File: src/rtl/core/cmct_pkg.sv
`timescale 1ns / 1ps
// ----------------------------------------------------------------------------
// cmct_pkg
// Shared types and constants of the color marker corner tracker.
// ----------------------------------------------------------------------------
package cmct_pkg;

   // Configuration register layout
   localparam int CSR_DATA_BITS   = 41;
   localparam int CSR_INDEX_BITS  = 2;
   localparam int ENABLE_BIT      = 40;
   localparam int RGB_MSB         = 39;
   localparam int RGB_LSB         = 16;
   localparam int BOUND_BITS      = 16;

   // Payload widths
   localparam int RGB_BITS        = 24;
   localparam int PIXEL_BITS      = 32;
   localparam int GRID_COORD_BITS = 10;
   localparam int BIND_INDEX_BITS = 2;

   // Corner slots inside a tracker
   localparam int NUM_CORNERS     = 4;
   localparam int CORNER_UL       = 0;
   localparam int CORNER_UR       = 1;
   localparam int CORNER_DR       = 2;
   localparam int CORNER_DL       = 3;

   typedef enum logic {
      CMD_EXAMINE = 1'b0,
      CMD_REPORT  = 1'b1
   } command_type;

   typedef struct packed {
      command_type                command;
      logic [GRID_COORD_BITS-1:0] cell_row;
      logic [GRID_COORD_BITS-1:0] cell_col;
      logic [PIXEL_BITS-1:0]      pixel_rgba;
   } req_payload_type;

   typedef struct packed {
      logic [BIND_INDEX_BITS-1:0] bind_index;
      logic                       found;
      logic [GRID_COORD_BITS-1:0] ul_row;
      logic [GRID_COORD_BITS-1:0] ul_col;
      logic [GRID_COORD_BITS-1:0] ur_row;
      logic [GRID_COORD_BITS-1:0] ur_col;
      logic [GRID_COORD_BITS-1:0] dr_row;
      logic [GRID_COORD_BITS-1:0] dr_col;
      logic [GRID_COORD_BITS-1:0] dl_row;
      logic [GRID_COORD_BITS-1:0] dl_col;
      logic [BOUND_BITS-1:0]      bound_value;
      logic                       last_report;
   } rsp_payload_type;

   // Broadcast from the top level to every cell
   typedef struct packed {
      logic                examine;
      logic                report;
      logic [RGB_BITS-1:0] rgb;
   } cell_ctrl_type;

   // Report record travelling down the cell chain
   typedef struct packed {
      logic            valid;
      rsp_payload_type rec;
   } slot_type;

endpackage

File: src/rtl/core/cmct_stream_if.sv
`timescale 1ns / 1ps
// ----------------------------------------------------------------------------
// cmct_stream_if
// Valid/ready channel carrying one payload per transaction.
// ----------------------------------------------------------------------------
interface cmct_stream_if #(
   parameter type payload_type = logic
) ();

   logic        valid;
   logic        ready;
   payload_type payload;

   modport source (output valid, output payload, input ready);
   modport sink   (input valid, input payload, output ready);

endinterface

File: src/rtl/core/cmct_cell.sv
`timescale 1ns / 1ps
// ----------------------------------------------------------------------------
// cmct_cell
// One bind: its register, its corner tracker and one slot of the report chain.
// ----------------------------------------------------------------------------
module cmct_cell
   import cmct_pkg::*;
#(
   parameter int INDEX      = 0
) (
   input  logic                       clock,
   input  logic                       reset,
   input  logic                       csr_write,
   input  logic [CSR_DATA_BITS-1:0]   csr_data,
   input  cell_ctrl_type              ctrl,
   input  logic [GRID_COORD_BITS-1:0] cell_row,
   input  logic [GRID_COORD_BITS-1:0] cell_col,
   input  logic                       en_above_i,
   output logic                       en_above_o,
   input  slot_type                   up_slot,
   output logic                       up_take,
   output slot_type                   down_slot,
   input  logic                       down_take
);

   logic [CSR_DATA_BITS-1:0]   bind_ff, bind_in;
   logic                       seen_ff, seen_in;
   logic [GRID_COORD_BITS-1:0] row_ff [NUM_CORNERS];
   logic [GRID_COORD_BITS-1:0] col_ff [NUM_CORNERS];
   logic [NUM_CORNERS-1:0]     move;
   slot_type                   slot_ff, slot_in;
   logic                       enabled;
   logic                       match;
   logic                       room;
   rsp_payload_type            snap;

   assign enabled    = bind_ff[ENABLE_BIT];
   assign match      = ctrl.examine && enabled && (bind_ff[RGB_MSB:RGB_LSB] == ctrl.rgb);
   assign en_above_o = en_above_i | enabled;

   // Dominance test, one per corner; first match takes all four
   always_comb begin
      for (int c = 0; c < NUM_CORNERS; c++) begin
         logic row_ok;
         logic col_ok;
         row_ok = (c == CORNER_UL || c == CORNER_UR) ? (cell_row <= row_ff[c])
                                                     : (cell_row >= row_ff[c]);
         col_ok = (c == CORNER_UL || c == CORNER_DL) ? (cell_col <= col_ff[c])
                                                     : (cell_col >= col_ff[c]);
         move[c] = match && (!seen_ff || (row_ok && col_ok));
      end
   end

   // Register and seen flag
   always_comb begin
      bind_in = csr_write ? csr_data : bind_ff;
      if (ctrl.report) begin
         seen_in = 1'b0;
      end else if (match) begin
         seen_in = 1'b1;
      end else begin
         seen_in = seen_ff;
      end
   end

   // Snapshot of this bind for a report
   always_comb begin
      snap             = '0;
      snap.bind_index  = BIND_INDEX_BITS'(INDEX);
      snap.found       = seen_ff;
      if (seen_ff) begin
         snap.ul_row = row_ff[CORNER_UL];
         snap.ul_col = col_ff[CORNER_UL];
         snap.ur_row = row_ff[CORNER_UR];
         snap.ur_col = col_ff[CORNER_UR];
         snap.dr_row = row_ff[CORNER_DR];
         snap.dr_col = col_ff[CORNER_DR];
         snap.dl_row = row_ff[CORNER_DL];
         snap.dl_col = col_ff[CORNER_DL];
      end
      snap.bound_value = bind_ff[BOUND_BITS-1:0];
      snap.last_report = !en_above_i;
   end

   // Report slot: load on a report, otherwise shift toward the output
   assign room      = !slot_ff.valid || down_take;
   assign up_take   = room;
   assign down_slot = slot_ff;

   always_comb begin
      slot_in = slot_ff;
      if (ctrl.report) begin
         slot_in.valid = enabled;
         slot_in.rec   = snap;
      end else if (room) begin
         slot_in = up_slot;
      end
   end

   always_ff @(posedge clock) begin
      if (reset) begin
         bind_ff       <= '0;
         seen_ff       <= 1'b0;
         slot_ff.valid <= 1'b0;
      end else begin
         bind_ff <= bind_in;
         seen_ff <= seen_in;
         slot_ff <= slot_in;
      end
   end

   // Corner coordinates, meaningful only while seen
   always_ff @(posedge clock) begin
      for (int c = 0; c < NUM_CORNERS; c++) begin
         if (move[c]) begin
            row_ff[c] <= cell_row;
            col_ff[c] <= cell_col;
         end
      end
   end

endmodule

File: src/rtl/core/color_marker_corner_tracker_unit.sv
`timescale 1ns / 1ps
// ----------------------------------------------------------------------------
// color_marker_corner_tracker_unit
// Tracks four corners per color bind over a raster of cells, reports quads.
// ----------------------------------------------------------------------------
//  channel  | dir | payload            | notes
//  ---------+-----+--------------------+-----------------------------------
//  req_chan | in  | req_payload_type   | examine cell or report command
//  rsp_chan | out | rsp_payload_type   | one quad per enabled bind
//  csr_*    | in  | index, 41-bit data | bind registers, write only
//
//  An examine transaction is taken every cycle and updates all cells at once.
//  A report loads one record per enabled bind into the cell chain; records
//  move one cell a cycle toward the output register while there is room,
//  so a following report waits until rsp_chan has drained the chain.
//  Synchronous reset clears the registers, seen flags and report chain.
//  A stalled rsp_chan only blocks the next report, not tracking.
// ----------------------------------------------------------------------------
module color_marker_corner_tracker_unit
   import cmct_pkg::*;
#(
   parameter int NUM_BINDS  = 4
) (
   input  logic                      clock,
   input  logic                      reset,
   cmct_stream_if.sink               req_chan,
   cmct_stream_if.source             rsp_chan,
   input  logic                      csr_write,
   input  logic [CSR_INDEX_BITS-1:0] csr_index,
   input  logic [CSR_DATA_BITS-1:0]  csr_data
);

   slot_type             slot_chain [NUM_BINDS+1];
   logic [NUM_BINDS:0]   take_chain;
   logic [NUM_BINDS:0]   en_chain;
   logic [NUM_BINDS-1:0] slot_valid;
   logic [NUM_BINDS-1:0] slot_last;
   logic                 any_slot;
   logic                 req_xfer;
   cell_ctrl_type        ctrl;
   logic [GRID_COORD_BITS-1:0] row_cut;
   logic [GRID_COORD_BITS-1:0] col_cut;
   logic                 out_take;
   logic                 rsp_valid_ff, rsp_valid_in;
   rsp_payload_type      rsp_data_ff, rsp_data_in;

   // Input side: reports wait for an empty chain, examines always pass
   assign req_xfer       = req_chan.valid && req_chan.ready;
   assign req_chan.ready = !any_slot || (req_chan.payload.command == CMD_EXAMINE);
   assign ctrl.examine   = req_xfer && (req_chan.payload.command == CMD_EXAMINE);
   assign ctrl.report    = req_xfer && (req_chan.payload.command == CMD_REPORT);
   assign ctrl.rgb       = req_chan.payload.pixel_rgba[PIXEL_BITS-1:PIXEL_BITS-RGB_BITS];
   assign row_cut        = req_chan.payload.cell_row;
   assign col_cut        = req_chan.payload.cell_col;

   // Chain ends
   assign slot_chain[NUM_BINDS] = '0;
   assign en_chain[NUM_BINDS]   = 1'b0;
   assign take_chain[0]         = out_take;

   for (genvar i = 0; i < NUM_BINDS; i++) begin : g_cell
      logic sel;
      assign sel           = csr_write && (csr_index == CSR_INDEX_BITS'(i));
      assign slot_valid[i] = slot_chain[i].valid;
      assign slot_last[i]  = slot_chain[i].rec.last_report;

      cmct_cell #(
         .INDEX      (i)
      ) u_cell (
         .clock      (clock),
         .reset      (reset),
         .csr_write  (sel),
         .csr_data   (csr_data),
         .ctrl       (ctrl),
         .cell_row   (row_cut),
         .cell_col   (col_cut),
         .en_above_i (en_chain[i+1]),
         .en_above_o (en_chain[i]),
         .up_slot    (slot_chain[i+1]),
         .up_take    (take_chain[i+1]),
         .down_slot  (slot_chain[i]),
         .down_take  (take_chain[i])
      );
   end

   assign any_slot = |slot_valid;

   // Output register
   assign out_take = !rsp_valid_ff || rsp_chan.ready;

   always_comb begin
      rsp_valid_in = rsp_valid_ff;
      rsp_data_in  = rsp_data_ff;
      if (out_take) begin
         rsp_valid_in = slot_chain[0].valid;
         if (slot_chain[0].valid) begin
            rsp_data_in = slot_chain[0].rec;
         end
      end
   end

   always_ff @(posedge clock) begin
      if (reset) begin
         rsp_valid_ff <= 1'b0;
      end else begin
         rsp_valid_ff <= rsp_valid_in;
      end
   end

   always_ff @(posedge clock) begin
      rsp_data_ff <= rsp_data_in;
   end

   assign rsp_chan.valid   = rsp_valid_ff;
   assign rsp_chan.payload = rsp_data_ff;

`ifndef ASSERT_OFF
   // A report with no enabled bind leaves the chain empty
   a_empty_report: assert property (@(posedge clock) disable iff (reset)
      (ctrl.report && !en_chain[0]) |=> !any_slot)
      else $error("report without enabled bind filled the chain");

   // At most one pending record is marked last
   a_one_last: assert property (@(posedge clock) disable iff (reset)
      $countones(slot_valid & slot_last) <= 1)
      else $error("more than one last record in the chain");

   // A report loads the chain only from empty
   a_load_empty: assert property (@(posedge clock) disable iff (reset)
      ctrl.report |-> !any_slot)
      else $error("report accepted while records pending");
`endif

endmodule

File: src/flat_wrapper.sv
// flat-port wrapper written by rule: the top's interface ports become plain ports
module color_marker_corner_tracker_unit_flat import cmct_pkg::*;
#(
   parameter int NUM_BINDS  = 4
)
  (clock, reset, csr_write, csr_index, csr_data, req_chan_valid, req_chan_payload, req_chan_ready, rsp_chan_valid, rsp_chan_payload, rsp_chan_ready);
  cmct_stream_if #(.payload_type(req_payload_type)) req_chan_i ();
  cmct_stream_if #(.payload_type(rsp_payload_type)) rsp_chan_i ();
  input  logic clock;
  input  logic reset;
  input  logic csr_write;
  input  logic [CSR_INDEX_BITS-1:0] csr_index;
  input  logic [CSR_DATA_BITS-1:0] csr_data;
  input wire logic [$bits(req_chan_i.valid)-1:0] req_chan_valid;
  input wire logic [$bits(req_chan_i.payload)-1:0] req_chan_payload;
  output wire logic [$bits(req_chan_i.ready)-1:0] req_chan_ready;
  output wire logic [$bits(rsp_chan_i.valid)-1:0] rsp_chan_valid;
  output wire logic [$bits(rsp_chan_i.payload)-1:0] rsp_chan_payload;
  input wire logic [$bits(rsp_chan_i.ready)-1:0] rsp_chan_ready;
  assign req_chan_i.valid = req_chan_valid;
  assign req_chan_i.payload = req_chan_payload;
  assign req_chan_ready = req_chan_i.ready;
  assign rsp_chan_valid = rsp_chan_i.valid;
  assign rsp_chan_payload = rsp_chan_i.payload;
  assign rsp_chan_i.ready = rsp_chan_ready;
  color_marker_corner_tracker_unit #(.NUM_BINDS(NUM_BINDS)) u_core (.clock(clock), .reset(reset), .req_chan(req_chan_i), .rsp_chan(rsp_chan_i), .csr_write(csr_write), .csr_index(csr_index), .csr_data(csr_data));
endmodule
File: config.mk
export PLATFORM = sky130hd
export DESIGN_NAME = color_marker_corner_tracker_unit_flat
export DESIGN_NICKNAME = d
export VERILOG_FILES = /design/src/rtl/core/cmct_pkg.sv /design/src/rtl/core/cmct_stream_if.sv /design/src/rtl/core/cmct_cell.sv /design/src/rtl/core/color_marker_corner_tracker_unit.sv /design/src/flat_wrapper.sv
export SDC_FILE = /design/constraint.sdc
export NUM_CORES = 1
export LEC_CHECK = 0
export ABC_AREA = 0
export BUFFER_PORTS_ARGS = -buffer_cell sky130_fd_sc_hd__buf_2
export CORE_MARGIN = 3
export CORE_UTILIZATION = 48
export DETAILED_ROUTE_END_ITERATION = 8
export PLACE_DENSITY = 0.67
export SKIP_CTS_REPAIR_TIMING = 1
export SLEW_MARGIN = 20
export SYNTH_ARGS = -nofsm -noshare
export SYNTH_HDL_FRONTEND = slang
export SYNTH_HIERARCHICAL = 1
export SYNTH_SLANG_ARGS = --single-unit
File: constraint.sdc
create_clock -name clock -period 7.6 [get_ports clock]
set_input_delay 2.28 -clock clock [delete_from_list [all_inputs] [get_ports clock]]
set_output_delay 2.28 -clock clock [all_outputs]
set_load 0.05 [all_outputs]
## Word-level counts from Yosys, hierarchy flattened

Memories as Yosys holds them, arrays and structs flattened.
Cells that the tools add are included.

| word-level totals | value |
|---|---|
| flip-flop bits (word level) | 673 |
| memory bits (writable) | 320 |
| memories | 8 |
| bits of input ports | 101 |
| output and inout bits | 102 |

Memories:

| memory | words | width | read ports | clocked after Yosys merged registers in | wr ports | line | source |
|---|---|---|---|---|---|---|---|
| u_core.g_cell[0].u_cell.col_ff | 4 | 10 | 4 | 0 | 4 | cmct_cell.sv:29 | `logic [GRID_COORD_BITS-1:0] col_ff [NUM_CORNERS];` |
| u_core.g_cell[0].u_cell.row_ff | 4 | 10 | 4 | 0 | 4 | cmct_cell.sv:28 | `logic [GRID_COORD_BITS-1:0] row_ff [NUM_CORNERS];` |
| u_core.g_cell[1].u_cell.col_ff | 4 | 10 | 4 | 0 | 4 | cmct_cell.sv:29 |  |
| u_core.g_cell[1].u_cell.row_ff | 4 | 10 | 4 | 0 | 4 | cmct_cell.sv:28 |  |
| u_core.g_cell[2].u_cell.col_ff | 4 | 10 | 4 | 0 | 4 | cmct_cell.sv:29 |  |
| u_core.g_cell[2].u_cell.row_ff | 4 | 10 | 4 | 0 | 4 | cmct_cell.sv:28 |  |
| 2 more memories | - | - | - | - | - | - |  |

| operators by class | value |
|---|---|
| equal/unequal tests | 7 |
| multiplexer cells | 44 |
| reduce and logical (&&, ||, !) cells | 94 |
| order comparisons | 32 |
| bitwise logic cells | 4 |

Operators by type and width:

| operator | number |
|---|---|
| $mux 101 | 8 |
| $mux 80 | 4 |
| $ge 10x10->1 | 16 |
| $le 10x10->1 | 16 |
| $eq 24x24->1 | 4 |
| $logic_and 1x1->1 | 47 |
| $mux 1 | 32 |
| $logic_or 1x1->1 | 22 |
| $logic_not 1->1 | 13 |
| $reduce_and 2->1 | 5 |
| $reduce_bool 2->1 | 4 |
| $eq 2x2->1 const B | 2 |
| $reduce_or 4->1 | 1 |
| $eq 2x1->1 const B | 1 |
| $logic_not 2->1 | 1 |
| $not 1->1 | 2 |
| $or 1x1->1 | 2 |
| $reduce_or 2->1 | 1 |

## Longest topological paths before layout

Gate-level depths: netlist of the first run.

| logic depth | value |
|---|---|
| word-level depth | 10 |
| mapped depth | 8 |

## Modules after synthesis

Netlist of the first run, hierarchy kept.

Modules (own cells, without submodules):

| module | instances | cells each | area an instance (um^2) |
|---|---|---|---|
| cmct_cell (u_core.g_cell[0].u_cell) | 1 | 912 | 10,540.1 |
| cmct_cell (u_core.g_cell[3].u_cell) | 1 | 910 | 10,531.4 |
| cmct_cell (u_core.g_cell[1].u_cell) | 1 | 917 | 10,527.6 |
| cmct_cell (u_core.g_cell[2].u_cell) | 1 | 911 | 10,517.6 |
| color_marker_corner_tracker_unit | 1 | 115 | 3,110.5 |

## Worst setup path after synthesis of the first run

Ideal clock, no wire load.

| timing | value |
|---|---|
| path type | input to register |
| start | input req_chan_valid |
| end | register u_core.g_cell[0].u_cell.slot_ff (netlist bit u_core/g_cell[0].u_cell/down_slot[0]), enable pin |
| stages on the path | 5 |
| required time | 7,041 ps |
| slack | -246 ps |
| arrival | 7,286 ps |
| cells stage by stage | and3_1 > buf_2 > clkbuf_1 > nor2_1 > nor2_1 |

| on the way | value |
|---|---|
| word-level cells in the longest chain between the ends | 4 |

RTL lines:

| item | line | source |
|---|---|---|
| start: declaration | flat_wrapper.sv:14 | `input wire logic [$bits(req_chan_i.valid)-1:0] req_chan_valid;` |
| $logic_and 1x1->1 | color_marker_corner_tracker_unit.sv:48 | `assign req_xfer = req_chan.valid && req_chan.ready;` |
| $logic_and 1x1->1 | color_marker_corner_tracker_unit.sv:51 | `assign ctrl.report = req_xfer && (req_chan.payload.command == CMD_REPORT);` |
| $reduce_bool 2->1 (no line) | - |  |
| $reduce_and 2->1 (no line) | - |  |
| end signal: assignment | cmct_cell.sv:108 | `slot_ff <= slot_in;` |
| end: declaration | cmct_cell.sv:31 | `slot_type slot_ff, slot_in;` |

No other way between the ends.
A chain may end at the register's enable or synchronous reset.

## Final worst setup path of the first run

| timing | value |
|---|---|
| start | input req_chan_payload[52] |
| end | output req_chan_ready |

| on the way | value |
|---|---|
| word-level cells in the longest chain between the ends | 2 |

RTL lines:

| item | line | source |
|---|---|---|
| start: declaration | flat_wrapper.sv:15 | `input wire logic [$bits(req_chan_i.payload)-1:0] req_chan_payload;` |
| $not 1->1 | color_marker_corner_tracker_unit.sv:49 | `assign req_chan.ready = !any_slot \|\| (req_chan.payload.command == CMD_EXAMINE);` |
| $logic_or 1x1->1 | color_marker_corner_tracker_unit.sv:49 |  |
| end: declaration | flat_wrapper.sv:16 | `output wire logic [$bits(req_chan_i.ready)-1:0] req_chan_ready;` |

No other way between the ends.

==> qor.yml, run 1 <==
outcome:
  run_status: "completed"
sta:
  finalWorstSetupSlack_ns: 2.60
  timing.slew.headroom: 0.302
  whs_ns: 0.409
  worstMarginPinSlew_ns: 1.05
  final_max_slew_viol_count: 0
  fin_tns_setup_ns: 0
  fmax_mhz: 200
  grt_setup_unrepaired: "no"
  fin_worst_skew_ns: 0.0234
  timing_hold_violations_final: 0
  min_period_over_period: 0.658
  final-setup-viol-count: 0
  finalWorstPathRequiredPeriod_ns: 5.00
route:
  firstDrtPassIters: 5
  ant_nets: 0
  routed_wirelength_mm: 103
  route.detailed.vias_per_inst: 5.12
  remaining_drc_errors: 0
  num_vias: 27800
  wl_per_cell_um: 18.9
  initialDrtViolationCount: 2198
place:
  numPortBuffers: 194
  detailed_place_hpwl_mm: 67.5
  dp.cells: 5234
  instance_area_at_placement_um2: 48200
  dp_slack_ns: 2.03
  gp_congestion: 0.848
die:
  die_area_um2: 97900
  initial_utilization: 0.489
  die_w_um: 313
  row_count: 111
  core_area_um2: 92500
  design.portCount: 203
  die-height_um: 313
critical_path:
  crit_type: "in -> out"
  crit_fanout: 3
  crit_path_cell_trace: "buf_2 -> nand2b_1 -> buf_2"
  worst-endpoint-required_ns: 5.32
  beginning_of_the_critical_path: "req_chan_payload[52]"
  crit-reg2reg-launch: "u_core/g_cell[0].u_cell/down_slot[100]"
  crit_path_end_kind: "output pin"
  timing.critical_path.mode_cell: "buf_2"
  critical_path_max_stage_delay_ns: 0.26
  critPathSlowestCell: "buf_2"
  critical_path.startpoint_type: "input port"
  worstPathArrival_ns: 2.72
run:
  max-cap-violations: 0
cells_and_area:
  design.final.nets: 4517
  postLayoutCellArea_um2: 51600
  filler_cells: 7728
  fin_util: 0.558
  final_layout_size_suffix_gt1_frac: 0.126
  area.growth.synth_to_final_pct: 14.1
  final_cell_count_no_fill: 5429
pwr:
  pwr_density_cell_nw_per_um2: 236
  p_leak_nw: 20.6
  p_total_mw: 12.2
  worst_ir_drop_vdd_v: 0.000228
cts:
  tritoncts: "built"
  h_tree_level_count: 3
  numCtsBuffers: 103
  max-clock-path-buffers: 3
  clkSlewWorstSetupHoldPaths_ns: 0.07
  clock_tree.root_cell: "clkbuf_16"
  worstSkewPairLatency_ns: 0.67
  sinks_on_clock_net: 993
grt:
  first_global_vias: 26100
  antenna_found_initial: 11
  grt_start_max_net_pins: 142
  first_pass_grt_wire_length_mm: 156
  globalRouteOverflowTotal: 0
  track_usage: 0.208
synth:
  yosysWarnings: 6
  avgSynthCellArea_um2: 12.0
  syn_area_um2: 45200
  synthesis.instances: 3764
worst_hold_path:
  hold_path_class: "reg -> reg"
  worstHoldStart: "u_core/g_cell[0].u_cell/down_slot[14]"
[worst max-delay path, delay by kind of cell]
family        cells  cell delay (ns)
simple gates      1             0.06
buf+inv           2             0.37
[routing by layer]
metal | vias up | wire, um | GRT usage
met4 | 10 | 2620 | 0.0585
met5 | - | 56 | 0
met2 | 818 | 45200 | 0.317
met1 | 13100 | 47800 | 0.309
li1 | 13600 | - | -
met3 | 164 | 7000 | 0.0319
[where the power goes]
part	switching (mW)	total, mW	internal, mW	leakage (nW)
registers	0.0720	6.25	6.18	9.18
clock network	2.08	5.00	2.92	1.64
logic	0.656	0.941	0.286	9.79
total	2.81	12.2	9.39	20.6
[flip-flops by register name, indices dropped and copies added (netlist names)]
name                            flops
u_core/g_cell.u_cell/bind_ff      164
u_core/g_cell.u_cell/col_ff       160
u_core/g_cell.u_cell/down_slot    404
u_core/g_cell.u_cell/row_ff       160
u_core/g_cell.u_cell/seen_ff        4
u_core/rsp_chan.payload           100
u_core/rsp_chan.valid               1
[cell usage in the layout (no fill, tap or decap), types with 10 or more instances in the layout]
cell         n
mux2_2      68
nor4_1      15
edfxtp_1   820
clkbuf_16  104
dfxtp_1    173
clkbuf_1    18
xnor2_1     48
o21ai_0    367
a31oi_1     14
a21o_1      29
nand3_1    114
bufinv_16   10
a211oi_1    15
clkinv_2    19
conb_1     103
inv_1      647
nor3_1      12
mux2i_1    168
buf_4       57
nand2b_1    28
nor2b_1     27
nand4_1     45
xor2_1      48
ha_1       320
nor2_1     199
a21oi_1     77
clkinv_1    18
nand2_1    268
buf_2      193
[layout make-up]
class | count | area (um2) | area share
inverter | 647 | 2430 | 0.0471
timing repair buffer | 257 | 1530 | 0.0296
tap | 1243 | 1560 | 0.0301
sequential | 993 | 28100 | 0.544
clock inverter | 58 | 572 | 0.0111
clock buffer | 130 | 2780 | 0.0539
multi-input combinational | 2094 | 14600 | 0.284
antenna | 7 | 17.5 | 0.000339
[final timing paths]
check / end / slack (ns) / cells past startpoint
hold reg to reg: u_core/rsp_chan.payload[14] / 0.41 / 0
setup / recovery: req_chan_ready / 2.60 / 3
setup reg to reg: u_core/g_cell[3].u_cell/down_slot[46] / 4.18 / 5
hold / removal: u_core/rsp_chan.payload[14] / 0.41 / 0
Power figures use the tool's default switching activity.
==> inputs of run 2 (changes only) <==
- clock period: 7.6 -> 4.5 ns (I/O delays scaled with it)
==> run 2 against run 1 <==
Critical path depth grew 4. Sequential power grew 70%. Die area is the same. Setup slack lost 1.8 ns. Critical endpoint is now u_core/g_cell[3].u_cell/col_ff[1][1]. Largest power group unchanged. Highest routed layer unchanged.
==> qor.yml, run 2 (synthesis gave the netlist of run 1 again) <==
cts:
  h_tree_level_count: 3  # unchanged
  clkSlewWorstSetupHoldPaths_ns: 0.06  # was 0.07 ns
  max-clock-path-buffers: 3  # unchanged
  clock_tree.root_cell: "clkbuf_16"  # unchanged
  sinks_on_clock_net: 993  # unchanged
  worstSkewPairLatency_ns: 0.69  # was 0.67 ns
  tritoncts: "built"  # unchanged
  numCtsBuffers: 102  # was 103
place:
  dp.cells: 5324  # was 5234
  detailed_place_hpwl_mm: 75.5  # was 67.5 mm
  numPortBuffers: 194  # unchanged
  gp_congestion: 0.876  # was 0.848
  dp_slack_ns: 0.158  # was 2.03 ns
sta:
  timing.slew.headroom: 0.283  # was 0.302
  final_max_slew_viol_count: 0  # unchanged
  final-setup-viol-count: 0  # unchanged
  fmax_mhz: 269
  min_period_over_period: 0.827
  worstMarginPinSlew_ns: 1.07  # was 1.05 ns
  fin_worst_skew_ns: 0.0490  # was 0.0234 ns
  timing_hold_violations_final: 0  # unchanged
  grt_setup_unrepaired: "no"  # unchanged
  finalWorstSetupSlack_ns: 0.779  # was 2.60 ns
  fin_tns_setup_ns: 0  # unchanged
  finalWorstPathRequiredPeriod_ns: 3.72
pwr:
  pwr_density_cell_nw_per_um2: 398  # was 236 nW/um2
  worst_ir_drop_vdd_v: 0.000329  # was 0.000228 V
  p_leak_nw: 21.2  # was 20.6 nW
  p_total_mw: 21.0  # was 12.2 mW
critical_path:
  timing.critical_path.mode_cell: "a21o_1"  # was buf_2
  crit_type: "in -> reg"  # was in -> out
  crit_path_cell_trace: "buf_2 -> ha_1 -> a21o_1 -> a21o_1 -> a2111oi_0 -> or3_1 -> and4b_1"  # was buf_2 -> nand2b_1 -> buf_2
  critPathSlowestCell: "and4b_1"  # was buf_2
  critical_path_max_stage_delay_ns: 0.92  # was 0.26 ns
  worst-endpoint-required_ns: 4.76  # was 5.32 ns
  worstPathArrival_ns: 3.98  # was 2.72 ns
  critical_path.startpoint_type: "input port"  # unchanged
  crit_fanout: 20  # was 3
  crit_path_end_kind: "flop"  # was output pin
die:
  row_count: 111  # unchanged
  design.portCount: 203  # unchanged
  die_w_um: 313  # unchanged
  initial_utilization: 0.489  # unchanged
  die-height_um: 313  # unchanged
  die_area_um2: 97900  # unchanged
  core_area_um2: 92500  # unchanged
cells_and_area:
  final_layout_size_suffix_gt1_frac: 0.146  # was 0.126
  filler_cells: 7711  # was 7728
  sequential_cell_area_um2: 28100  # unchanged
  layout_common_cells: "820 x edfxtp_1, 647 x inv_1, 367 x o21ai_0"  # unchanged
  largest_reg_flops: 404  # unchanged
  layout.cells.most_common: "edfxtp_1"  # unchanged
  final_cell_count_no_fill: 5526  # was 5429
  design.final.nets: 4606  # was 4517
  multiInputGateArea_um2: 14600  # about the same
  area.growth.synth_to_final_pct: 16.4  # was 14.1%
grt:
  first_global_vias: 27700  # was 26100
  antenna_found_initial: 9  # was 11
  track_usage: 0.219  # was 0.208
  first_pass_grt_wire_length_mm: 164  # was 156 mm
  grt_start_max_net_pins: 144  # was 142
  globalRouteOverflowTotal: 0  # unchanged
route:
  wl_per_cell_um: 19.4  # was 18.9 um
  route.detailed.vias_per_inst: 5.12  # about the same
  ant_nets: 0  # unchanged
  remaining_drc_errors: 0  # unchanged
  initialDrtViolationCount: 2324  # was 2198
  routed_wirelength_mm: 107  # was 103 mm
  firstDrtPassIters: 7  # was 5
  num_vias: 28300  # was 27800
run:
  max-cap-violations: 0  # unchanged
worst_hold_path:
  hold_path_class: "reg -> reg"  # unchanged
outcome:
  run_status: "completed"  # unchanged
## run 2: changes by cell type in the layout (fill, tap and decap cells not counted), sizes merged
cell / previous run / this run
clkbuf: 130 / 142
clkinv: 38 / 32
buf: 257 / 347
clkinvlp: 5 / 4
inv: 652 / 651
bufinv: 10 / 11
diode: 7 / 9
## run 2: worst max-delay path: cells and delay by family
kind,cells,cell delay [ns]
AOI/OAI and AO/OA,3,0.76
adders and majority gates,1,0.33
buffers and inverters,1,0.37
and+or+nand+nor,2,1.13
## run 2: routing by layer
layer | share of wire | GRT usage | wire (um)
met1 | 0.45 | 0.307 | 48300
met2 | 0.45 | 0.339 | 47900
met3 | 0.072 | 0.0452 | 7720
met4 | 0.033 | 0.0765 | 3500
met5 | 0.00020 | 0 | 21
## run 2: final timing paths
check,slack [ns],cells past startpoint,to,startpoint
hold reg to reg,0.42,0,u_core/rsp_chan.payload[23],u_core/g_cell[0].u_cell/down_slot[23]
hold / removal,0.42,0,u_core/rsp_chan.payload[23],u_core/g_cell[0].u_cell/down_slot[23]
setup / recovery,0.78,7,u_core/g_cell[3].u_cell/col_ff[1][1],req_chan_payload[45]
setup reg to reg,1.49,7,u_core/g_cell[3].u_cell/col_ff[1][1],u_core/g_cell[3].u_cell/row_ff[1][3]
## run 2: cell type report
type | instances | share of cell area
timing repair buffer | 347 | 0.0454
multi-input combinational | 2094 | 0.278
clock buffer | 142 | 0.0554
tap | 1243 | 0.0295
antenna | 9 | 0.000428
sequential | 993 | 0.533
clock inverter | 51 | 0.0118
inverter | 647 | 0.0461
## run 2: power breakdown
group / leakage, nW / switching (mW) / internal [mW]
combinational: 10.3 / 1.15 / 0.534
clock: 1.72 / 3.55 / 5.19
sequential: 9.18 / 0.122 / 10.4
## run 2: stage by stage
step	utilization	instance area [um2]	hold slack, ns
2_1_floorplan	-	45600	0.400
3_3_place_gp	0.531	49100	0.404
3_5_place_dp	0.531	49100	0.405
4_1_cts	0.569	52600	0.419
5_1_grt	0.569	52600	0.420
6_report	0.569	52700	0.417
